--- src/rtl/bncf_pkg.sv ---
package bncf_pkg;

	localparam int MAX_WIDTH  = 1024;
	localparam int MAX_HEIGHT = 1024;

	// Register and position widths.
	localparam int DIM_W  = 11;
	localparam int COL_W  = $clog2(MAX_WIDTH);
	localparam int ROW_W  = DIM_W;
	localparam int CNT_W  = $clog2(MAX_WIDTH * MAX_HEIGHT);
	localparam int PROD_W = CNT_W + 1;

	localparam int NEIGHBOUR_LIMIT = 3;

	localparam int FIFO_DEPTH = 4;
	localparam int FIFO_AW    = $clog2(FIFO_DEPTH);
	localparam int FIFO_LW    = FIFO_AW + 1;

	// Configuration port.
	localparam int   ADDR_W     = 3;
	localparam logic REG_WIDTH  = 1'b0;
	localparam logic REG_HEIGHT = 1'b1;

	// Window bit = column * 3 + row; column 0 is the oldest, row 0 the top.
	localparam logic [8:0] MASK_CENTER = 9'h010;
	localparam logic [8:0] MASK_TOP    = 9'h049;
	localparam logic [8:0] MASK_BOTTOM = 9'h124;
	localparam logic [8:0] MASK_LEFT   = 9'h007;
	localparam logic [8:0] MASK_RIGHT  = 9'h1C0;

	typedef struct packed {
		logic [DIM_W-1:0]  w;
		logic [DIM_W-1:0]  h;
		logic [PROD_W-1:0] prod;
	} cfg_t;

	typedef struct packed {
		logic [COL_W-1:0] addr;
		logic             bot;
		logic             emit;
		logic             last;
		logic             top_out;
		logic             bot_out;
		logic             left_out;
		logic             right_out;
	} scan_t;

	typedef struct packed {
		logic             we;
		logic [COL_W-1:0] addr;
		logic [1:0]       data;
	} wr_t;

	typedef struct packed {
		logic filtered;
		logic last;
	} res_t;

	function automatic logic [DIM_W-1:0] clamp_dim(input logic [DIM_W-1:0] v,
			input logic [DIM_W-1:0] lim);
		logic [DIM_W-1:0] r;
		if (v == '0) begin
			r = DIM_W'(1);
		end else if (v > lim) begin
			r = lim;
		end else begin
			r = v;
		end
		return r;
	endfunction

endpackage

--- src/rtl/bncf_cfg.sv ---
module bncf_cfg (
	input  logic                         clk,
	input  logic                         arst_n,
	input  logic                         psel,
	input  logic                         penable,
	input  logic                         pwrite,
	input  logic [bncf_pkg::ADDR_W-1:0]  paddr,
	input  logic [31:0]                  pwdata,
	output logic [31:0]                  prdata,
	output logic                         pready,
	output bncf_pkg::cfg_t               cfg
);

	logic [bncf_pkg::DIM_W-1:0]   width_q;
	logic [bncf_pkg::DIM_W-1:0]   height_q;
	logic [bncf_pkg::DIM_W-1:0]   wr_val;
	logic [bncf_pkg::DIM_W-1:0]   wr_eff_w;
	logic [bncf_pkg::DIM_W-1:0]   wr_eff_h;
	logic [2*bncf_pkg::DIM_W-1:0] prod_new;
	logic [2*bncf_pkg::DIM_W-1:0] prod_chk;
	logic                         wr_en;

	assign pready = 1'b1;
	assign wr_en  = psel && penable && pwrite && pready;
	assign wr_val = pwdata[bncf_pkg::DIM_W-1:0];

	assign wr_eff_w = bncf_pkg::clamp_dim(wr_val, bncf_pkg::DIM_W'(bncf_pkg::MAX_WIDTH));
	assign wr_eff_h = bncf_pkg::clamp_dim(wr_val, bncf_pkg::DIM_W'(bncf_pkg::MAX_HEIGHT));

	// The frame size product is refreshed together with the register, so it is
	// valid from the first item after the write.
	always_comb begin
		unique case (paddr[2])
			bncf_pkg::REG_WIDTH: begin
				prod_new = (2*bncf_pkg::DIM_W)'(wr_eff_w) * (2*bncf_pkg::DIM_W)'(cfg.h);
			end
			bncf_pkg::REG_HEIGHT: begin
				prod_new = (2*bncf_pkg::DIM_W)'(cfg.w) * (2*bncf_pkg::DIM_W)'(wr_eff_h);
			end
			default: begin
				prod_new = '0;
			end
		endcase
	end

	always_ff @(posedge clk or negedge arst_n) begin
		if (!arst_n) begin
			width_q  <= bncf_pkg::DIM_W'(bncf_pkg::MAX_WIDTH);
			height_q <= bncf_pkg::DIM_W'(bncf_pkg::MAX_HEIGHT);
			cfg.w    <= bncf_pkg::DIM_W'(bncf_pkg::MAX_WIDTH);
			cfg.h    <= bncf_pkg::DIM_W'(bncf_pkg::MAX_HEIGHT);
			cfg.prod <= bncf_pkg::PROD_W'(bncf_pkg::MAX_WIDTH * bncf_pkg::MAX_HEIGHT);
		end else if (wr_en) begin
			cfg.prod <= prod_new[bncf_pkg::PROD_W-1:0];
			if (paddr[2] == bncf_pkg::REG_WIDTH) begin
				width_q <= wr_val;
				cfg.w   <= wr_eff_w;
			end else begin
				height_q <= wr_val;
				cfg.h    <= wr_eff_h;
			end
		end
	end

	always_comb begin
		unique case (paddr[2])
			bncf_pkg::REG_WIDTH:  prdata = 32'(width_q);
			bncf_pkg::REG_HEIGHT: prdata = 32'(height_q);
			default:              prdata = '0;
		endcase
	end

	assign prod_chk = (2*bncf_pkg::DIM_W)'(cfg.w) * (2*bncf_pkg::DIM_W)'(cfg.h);

	a_prod_consistent: assert property (@(posedge clk) disable iff (!arst_n)
		cfg.prod == prod_chk[bncf_pkg::PROD_W-1:0])
		else $error("frame size product out of step with width and height");

endmodule

--- src/rtl/bncf_scan.sv ---
module bncf_scan (
	input  logic           clk,
	input  logic           arst_n,
	input  logic           fire,
	input  logic           pixel_set,
	input  logic           drain,
	input  bncf_pkg::cfg_t cfg,
	output logic           ignore,
	output bncf_pkg::scan_t info
);

	logic [bncf_pkg::COL_W-1:0]  col_q;
	logic [bncf_pkg::ROW_W-1:0]  row_q;
	logic [bncf_pkg::CNT_W-1:0]  cnt_q;
	logic                        rows_open;
	logic                        col_nz;
	logic [bncf_pkg::DIM_W-1:0]  pc;
	logic [bncf_pkg::ROW_W-1:0]  pr;
	logic [bncf_pkg::DIM_W-1:0]  col_inc;
	logic [bncf_pkg::PROD_W-1:0] cnt_inc;
	logic                        take;

	assign rows_open = row_q < cfg.h;
	assign ignore    = drain && rows_open;
	assign take      = fire && !ignore;
	assign col_nz    = col_q != '0;

	// Position of the window center column, i.e. the item before this one.
	assign pc = col_nz ? bncf_pkg::DIM_W'(col_q) - bncf_pkg::DIM_W'(1)
	                   : cfg.w - bncf_pkg::DIM_W'(1);
	assign pr = col_nz ? row_q : row_q - bncf_pkg::ROW_W'(1);

	assign col_inc = bncf_pkg::DIM_W'(col_q) + bncf_pkg::DIM_W'(1);
	assign cnt_inc = bncf_pkg::PROD_W'(cnt_q) + bncf_pkg::PROD_W'(1);

	always_comb begin
		info.addr      = col_q;
		info.bot       = rows_open && !drain && pixel_set;
		info.emit      = (row_q >= bncf_pkg::ROW_W'(2))
		                 || (row_q == bncf_pkg::ROW_W'(1) && col_nz);
		info.last      = info.emit && (cnt_inc >= cfg.prod);
		info.top_out   = pr <= bncf_pkg::ROW_W'(1);
		info.bot_out   = pr >= cfg.h;
		info.left_out  = pc == '0;
		info.right_out = pc >= (cfg.w - bncf_pkg::DIM_W'(1));
	end

	always_ff @(posedge clk or negedge arst_n) begin
		if (!arst_n) begin
			col_q <= '0;
			row_q <= '0;
			cnt_q <= '0;
		end else if (take) begin
			if (info.last) begin
				col_q <= '0;
				row_q <= '0;
				cnt_q <= '0;
			end else begin
				if (col_inc >= cfg.w) begin
					col_q <= '0;
					row_q <= row_q + bncf_pkg::ROW_W'(1);
				end else begin
					col_q <= col_inc[bncf_pkg::COL_W-1:0];
				end
				if (info.emit) begin
					cnt_q <= cnt_inc[bncf_pkg::CNT_W-1:0];
				end
			end
		end
	end

	a_frame_restart: assert property (@(posedge clk) disable iff (!arst_n)
		take && info.last |=> col_q == '0 && row_q == '0 && cnt_q == '0)
		else $error("position counters not cleared after the last item of a frame");

endmodule

--- src/rtl/bncf_line_mem.sv ---
module bncf_line_mem (
	input  logic                       clk,
	input  logic                       re,
	input  logic [bncf_pkg::COL_W-1:0] raddr,
	output logic [1:0]                 rdata,
	input  bncf_pkg::wr_t              wr
);

	// Bit 1 holds the row two above, bit 0 the row just above.
	logic [1:0] mem [bncf_pkg::MAX_WIDTH];
	logic [1:0] rdata_q;

	always_ff @(posedge clk) begin
		if (wr.we) begin
			mem[wr.addr] <= wr.data;
		end
	end

	always_ff @(posedge clk) begin
		if (re) begin
			rdata_q <= mem[raddr];
		end
	end

	assign rdata = rdata_q;

endmodule

--- src/rtl/bncf_win.sv ---
module bncf_win (
	input  logic            clk,
	input  logic            arst_n,
	input  logic            take,
	input  bncf_pkg::scan_t info_in,
	input  logic [1:0]      rdata,
	output bncf_pkg::wr_t   wr,
	output logic            busy,
	output logic            push,
	output bncf_pkg::res_t  res
);

	logic                       valid_s1;
	bncf_pkg::scan_t            info_s1;
	logic                       fwd_v_q;
	logic [bncf_pkg::COL_W-1:0] fwd_addr_q;
	logic [1:0]                 fwd_data_q;
	logic [8:0]                 window_q;
	logic [1:0]                 old_col;
	logic [8:0]                 window_next;
	logic [8:0]                 mask;
	logic [8:0]                 masked;
	logic [3:0]                 count;

	// With a one-pixel row the next item reads the entry being written in the
	// same cycle, so the last write is forwarded over the memory data.
	assign old_col = (fwd_v_q && fwd_addr_q == info_s1.addr) ? fwd_data_q : rdata;

	assign window_next = {info_s1.bot, old_col[0], old_col[1], window_q[8:3]};

	assign wr.we   = valid_s1;
	assign wr.addr = info_s1.addr;
	assign wr.data = {old_col[0], info_s1.bot};

	always_comb begin
		mask = ~bncf_pkg::MASK_CENTER;
		if (info_s1.top_out) begin
			mask = mask & ~bncf_pkg::MASK_TOP;
		end
		if (info_s1.bot_out) begin
			mask = mask & ~bncf_pkg::MASK_BOTTOM;
		end
		if (info_s1.left_out) begin
			mask = mask & ~bncf_pkg::MASK_LEFT;
		end
		if (info_s1.right_out) begin
			mask = mask & ~bncf_pkg::MASK_RIGHT;
		end
	end

	assign masked = window_next & mask;

	always_comb begin
		count = '0;
		for (int i = 0; i < 9; i++) begin
			count = count + 4'(masked[i]);
		end
	end

	assign busy         = valid_s1;
	assign push         = valid_s1 && info_s1.emit;
	assign res.filtered = count > 4'(bncf_pkg::NEIGHBOUR_LIMIT);
	assign res.last     = info_s1.last;

	always_ff @(posedge clk or negedge arst_n) begin
		if (!arst_n) begin
			valid_s1 <= 1'b0;
			fwd_v_q  <= 1'b0;
			window_q <= '0;
		end else begin
			valid_s1 <= take;
			if (valid_s1) begin
				fwd_v_q  <= 1'b1;
				window_q <= info_s1.last ? '0 : window_next;
			end
		end
	end

	always_ff @(posedge clk) begin
		if (take) begin
			info_s1 <= info_in;
		end
		if (valid_s1) begin
			fwd_addr_q <= wr.addr;
			fwd_data_q <= wr.data;
		end
	end

	a_window_cleared: assert property (@(posedge clk) disable iff (!arst_n)
		valid_s1 && info_s1.last |=> window_q == '0)
		else $error("window not cleared after the last item of a frame");

endmodule

--- src/rtl/bncf_out_fifo.sv ---
module bncf_out_fifo (
	input  logic                         clk,
	input  logic                         arst_n,
	input  logic                         push,
	input  bncf_pkg::res_t               din,
	input  logic                         pop,
	output bncf_pkg::res_t               dout,
	output logic                         not_empty,
	output logic [bncf_pkg::FIFO_LW-1:0] level
);

	bncf_pkg::res_t               entry_q [bncf_pkg::FIFO_DEPTH];
	logic [bncf_pkg::FIFO_AW-1:0] wr_q;
	logic [bncf_pkg::FIFO_AW-1:0] rd_q;
	logic [bncf_pkg::FIFO_LW-1:0] level_q;

	assign dout      = entry_q[rd_q];
	assign not_empty = level_q != '0;
	assign level     = level_q;

	always_ff @(posedge clk or negedge arst_n) begin
		if (!arst_n) begin
			wr_q    <= '0;
			rd_q    <= '0;
			level_q <= '0;
		end else begin
			if (push) begin
				wr_q <= wr_q + bncf_pkg::FIFO_AW'(1);
			end
			if (pop) begin
				rd_q <= rd_q + bncf_pkg::FIFO_AW'(1);
			end
			if (push && !pop) begin
				level_q <= level_q + bncf_pkg::FIFO_LW'(1);
			end else if (pop && !push) begin
				level_q <= level_q - bncf_pkg::FIFO_LW'(1);
			end
		end
	end

	always_ff @(posedge clk) begin
		if (push) begin
			entry_q[wr_q] <= din;
		end
	end

	a_no_overflow: assert property (@(posedge clk) disable iff (!arst_n)
		push |-> (level_q < bncf_pkg::FIFO_LW'(bncf_pkg::FIFO_DEPTH)) || pop)
		else $error("result queue overflow");

endmodule

--- src/rtl/binary_neighbor_count_filter_top.sv ---
// A result is computed in the window stage and queued once the item one row plus
// one pixel after its own pixel completes its window. Throughput: one item per
// cycle while the result queue has room, set by the single read-modify-write of
// the line store per item; a four-entry result queue absorbs output stalls.
// Reset (arst_n, asynchronous) clears counters, window and queue; the line
// store is not cleared, as rows above the frame are always masked.
module binary_neighbor_count_filter_top (
	input  logic                          clk,
	input  logic                          arst_n,
	input  logic                          s_axis_tvalid,
	output logic                          s_axis_tready,
	input  logic [7:0]                    s_axis_tdata,   // [0] pixel_set, [7:1] zero
	input  logic                          s_axis_tuser,   // [0] drain
	output logic                          m_axis_tvalid,
	input  logic                          m_axis_tready,
	output logic [7:0]                    m_axis_tdata,   // [0] filtered_bit, [7:1] zero
	output logic                          m_axis_tlast,
	input  logic                          psel,
	input  logic                          penable,
	input  logic                          pwrite,
	input  logic [bncf_pkg::ADDR_W-1:0]   paddr,
	input  logic [31:0]                   pwdata,
	output logic [31:0]                   prdata,
	output logic                          pready
);

	bncf_pkg::cfg_t               cfg;
	bncf_pkg::scan_t              info;
	bncf_pkg::wr_t                wr;
	bncf_pkg::res_t               res;
	bncf_pkg::res_t               res_out;
	logic                         fire;
	logic                         ignore;
	logic                         take;
	logic [1:0]                   rdata;
	logic                         busy;
	logic                         push;
	logic                         pop;
	logic [bncf_pkg::FIFO_LW-1:0] level;
	logic [bncf_pkg::FIFO_LW-1:0] committed;

	// Room must remain for the item still in the window stage.
	assign committed     = level + bncf_pkg::FIFO_LW'(busy);
	assign s_axis_tready = committed < bncf_pkg::FIFO_LW'(bncf_pkg::FIFO_DEPTH);
	assign fire          = s_axis_tvalid && s_axis_tready;
	assign take          = fire && !ignore;
	assign pop           = m_axis_tvalid && m_axis_tready;

	bncf_cfg u_cfg (
		.clk     (clk),
		.arst_n  (arst_n),
		.psel    (psel),
		.penable (penable),
		.pwrite  (pwrite),
		.paddr   (paddr),
		.pwdata  (pwdata),
		.prdata  (prdata),
		.pready  (pready),
		.cfg     (cfg)
	);

	bncf_scan u_scan (
		.clk       (clk),
		.arst_n    (arst_n),
		.fire      (fire),
		.pixel_set (s_axis_tdata[0]),
		.drain     (s_axis_tuser),
		.cfg       (cfg),
		.ignore    (ignore),
		.info      (info)
	);

	bncf_line_mem u_line_mem (
		.clk   (clk),
		.re    (take),
		.raddr (info.addr),
		.rdata (rdata),
		.wr    (wr)
	);

	bncf_win u_win (
		.clk     (clk),
		.arst_n  (arst_n),
		.take    (take),
		.info_in (info),
		.rdata   (rdata),
		.wr      (wr),
		.busy    (busy),
		.push    (push),
		.res     (res)
	);

	bncf_out_fifo u_out_fifo (
		.clk       (clk),
		.arst_n    (arst_n),
		.push      (push),
		.din       (res),
		.pop       (pop),
		.dout      (res_out),
		.not_empty (m_axis_tvalid),
		.level     (level)
	);

	assign m_axis_tdata = {7'b0, res_out.filtered};
	assign m_axis_tlast = res_out.last;

endmodule

--- config.mk ---
export PLATFORM = sky130hd
export DESIGN_NAME = binary_neighbor_count_filter_top
export DESIGN_NICKNAME = d
export VERILOG_FILES = /design/src/rtl/bncf_pkg.sv /design/src/rtl/bncf_cfg.sv /design/src/rtl/bncf_scan.sv /design/src/rtl/bncf_line_mem.sv /design/src/rtl/bncf_win.sv /design/src/rtl/bncf_out_fifo.sv /design/src/rtl/binary_neighbor_count_filter_top.sv
export SDC_FILE = /design/constraint.sdc
export NUM_CORES = 2
export LEC_CHECK = 0
export ABC_AREA = 1
export BUFFER_PORTS_ARGS = -buffer_cell sky130_fd_sc_hd__buf_4
export CORE_ASPECT_RATIO = 0.6
export CORE_MARGIN = 5
export CORE_UTILIZATION = 50
export CTS_CLUSTER_DIAMETER = 100
export DETAILED_ROUTE_END_ITERATION = 6
export GPL_TIMING_DRIVEN = 0
export PLACE_DENSITY = 0.67
export REMOVE_ABC_BUFFERS = 1
export SYNTH_ARGS = -nofsm -noshare
export SYNTH_HDL_FRONTEND = slang
export SYNTH_SLANG_ARGS = --single-unit
--- constraint.sdc ---
create_clock -name clk -period 37.3 [get_ports clk]
set_clock_uncertainty 0.1 [all_clocks]
set_input_delay 1.865 -clock clk [delete_from_list [all_inputs] [get_ports clk]]
set_output_delay 1.865 -clock clk [all_outputs]
set_load 0.005 [all_outputs]
==> summary.md <==
| Metric | Value |
|---|---|
| Outcome | `finished, violations left` |
| Failing checks | `DRC, capacitance limit, slew limit` |
| CTS tree | `done` |
| Num CTS Buffers | `199` |
| Hold path depth | `2` |
| Die area | `0.2244 mm2` |
| Number of synthesized flops with an enable pin | `2087` |
| Post-CTS Resized | `0` |
| Max-slew violations | `8` |
| Crit path kind | `in -> reg` |
| Site row count | `131` |
| Register area share after synthesis | `61.18%` |
| Minimum clock period | `8632 ps` |
| Largest net degree at the start of global routing | `263` |
| Pwr dens | `69.56 mW/mm2` |
| Critical Path Start Type | `input port` |
| Hold Startpoint | `u_cfg.height_q[10]` |
| Initial DRC Count | `10080` |
| Largest area contributor in the netlist | `edfxtp_1` |
| Clk buf depth | `4` |
| Hold WS | `368.7 ps` |
| DRT Wirelength | `297400 um` |
| Core Area | `0.2131 mm2` |
| Clock Latency Late Sink | `860 ps` |
| Dpl hpwl | `183900 um` |
| Register-to-Register Path Depth | `16` |
| Area grow syn2layout | `10.28%` |
| Setup TNS | `0 ps` |
| Hold_buf cts | `0` |
| Crit Reg-Reg Endpoint | `u_cfg.cfg[19]` |
| Setup crit start | `pwdata[2]` |
| Worst setup EP type | `flip-flop` |
| CP most frequent cell | `fa_1` |
| Most used DFF post-synth | `edfxtp_1` |
| Slowest CP cell | `o21ai_0` |
| Vias in the first global route | `75530` |
| Antenna-violating nets left | `0` |
| Worst path depth | `26` |
| Yosys cell types | `57` |
| IO Port Bufs | `35` |
| Cells after Synth | `11340` |
| Average vias per placed instance | `5.587` |
| Fillers | `18340` |
| Via count | `78550` |
| Final hold vios | `0` |
| Drt pass-1 iters | `7` |
| Tcrit/Tclk final | `23.14%` |
| Final core utilization | `55.58%` |
| Clock sink count | `2208` |
| Hold EP | `u_cfg.height_q[10]` |
| Relative slew slack | `-2.414%` |
| Yosys synthesis warning count | `0` |
| Post-synth ARST share | `5.480%` |
| CTS Root Cell | `clkbuf_16` |
| Tot GR Track Use | `26.01%` |
| CP top delay family | `adder cells` |
| Mapped cell area | `0.1074 mm2` |
| Leading cell type in the layout, fill and taps excluded | `nand2_1` |
| Non-Filler Instances | `14060` |
| Layout cells sized above 1 | `4.958%` |
| Max-Cap Viols | `1` |
| Max incr delay on CP | `910 ps` |
| First-pass GRT wire length | `452000 um` |
| Setup WS post-layout | `28670 ps` |
| Final nets | `11460` |
| Remaining DRCs | `1` |
| CP max FO | `13` |
| Starting density of the core | `50.40%` |
| Htree depth | `4` |
| Clock transition at the registers of the reported paths | `60 ps` |
| Mean post-synth cell area | `9.471 um2` |
| Peak supply drop | `0.00007421 V` |
| FF+latch count, synth | `2208` |
| Req. time, crit path | `37950 ps` |
| F_max | `115.9 MHz` |
| Hold WC Path Type | `reg -> reg` |
| DR WL/cell | `21.16 um` |
| Die X | `608.3 um` |
| Ports | `95` |
| Placed insts | `13700` |
| Most frequent cells in the layout | `3155 x nand2_1, 2235 x nor2_1, 2087 x edfxtp_1, 944 x inv_1, 634 x o21ai_0` |
| Critical path buffers and inverters | `5` |
| Placer Congestion | `0.8887` |
| Initial antenna violation count | `13` |
| RR Startpoint | `u_cfg.cfg[41]` |
| Pleak | `47.09 nW` |
| Pre-CTS setup slack | `28140 ps` |
| Slew @ Worst Pin | `1531 ps` |
| GR Overflow Total | `0` |
| Yosys top cell area share | `58.36%` |
| Largest cells by area after synthesis | `edfxtp_1 58%, nand2_1 11%, nor2_1 7.8%` |
| Setup-failing EPs final | `0` |
| RSZ-0062 raised after global routing | `no` |
| Post-CTS Setup Bufs | `0` |
| Die Span Y | `369.0 um` |
| R2R setup slack | `30600 ps` |
| Worst EP arrival | `9280 ps` |
registers in the layout, indices dropped and copies added, names as in the netlist:
signal	flops
u_out_fifo.wr_q	2
u_win.fwd_v_q	1
u_win.busy	1
u_scan.cnt_q	20
u_win.fwd_addr_q	10
u_win.info_s1	5
u_win.fwd_data_q	2
u_out_fifo.level	3
u_scan.row_q	11
u_win.wr	11
u_line_mem.rdata	2
u_cfg.width_q	11
u_scan.col_q	10
u_out_fifo.entry_q	8
u_win.window_q	6
u_win.res	1
u_cfg.height_q	11
u_cfg.cfg	43
u_out_fifo.rd_q	2
u_line_mem.mem	2048
cells by family after synthesis:
family / after synthesis / share of synthesized area (%)
AOI/OAI and AO/OA: 863 / 4.203
and+or+nand+nor: 6154 / 22.44
DFF: 2208 / 61.18
buffers and inverters: 1681 / 6.275
muxes: 3 / 0.02913
xor gates and xnor gates: 72 / 0.5872
other: 2 / 0.006993
adders and majority gates: 356 / 5.273
Yosys cell counts, types with 8 or more instances:
cell and number:
nand2_1 3195, nor2_1 2245, edfxtp_1 2087, inv_1 946, o21ai_0 634, nand3_1 631, clkbuf_1 447, ha_1 195
fa_1 161, buf_2 146, dfrtp_1 116, a21oi_1 88, buf_1 69, o21ai_1 59, xor2_1 57, buf_4 42
nor3_1 29, nand4_1 23, o22ai_1 23, xnor2_1 15, clkinv_1 12, o211ai_1 12, inv_2 8, nor4_1 8
where the power goes:
group          leakage, nW  switching [W]  total (W)  internal [W]
Clock                 2.96       0.000913    0.00199       0.00107
Combinational         23.8        0.00220    0.00314      0.000942
Sequential            20.3      0.0000975    0.00311       0.00301
Total                 47.1        0.00321    0.00824       0.00503
metal layers:
layer	routed length, um	track usage, %	up-vias
met5	104	0.3193	-
met1	127900	38.51	37920
met3	36830	6.862	485
met4	6782	5.918	2
li1	-	-	36110
met2	125800	38.52	4023
worst max path at each step:
stage / to / slack [ps]
4_1_cts: u_cfg.cfg[19] / 29000
5_1_grt: u_cfg.cfg[19] / 28400
2_1_floorplan: u_win.info_s1[0] / -5850
6_report: u_cfg.cfg[19] / 28670
3_3_place_gp: u_scan.cnt_q[8] / -57140
3_5_place_dp: u_cfg.cfg[19] / 28140
per-stage QoR:
step           instance area, um2  power, W
2_1_floorplan              104400  0.005764
3_3_place_gp               108200  0.007405
3_5_place_dp               112300  0.006220
4_1_cts                    118300  0.008197
5_1_grt                    118400  0.008692
6_report                   118400  0.008238
area by class of cell:
cell class / count / area (um2) / area share (%)
clock inverter: 112 / 915.9 / 0.7734
inverter: 967 / 3656 / 3.087
multi-input combinational: 7477 / 35340 / 29.84
tap: 2859 / 3577 / 3.021
clock buffer: 235 / 5117 / 4.321
timing repair buffer: 195 / 4084 / 3.449
sequential: 2208 / 65720 / 55.50
antenna: 5 / 12.51 / 0.01057
tightest hold or removal path: stages (launching register included):
cell     delay [ps]
dfstp_2         370
nand2_1          50
nand2_1          50
Note: power is estimated with default switching activity, not from simulation.
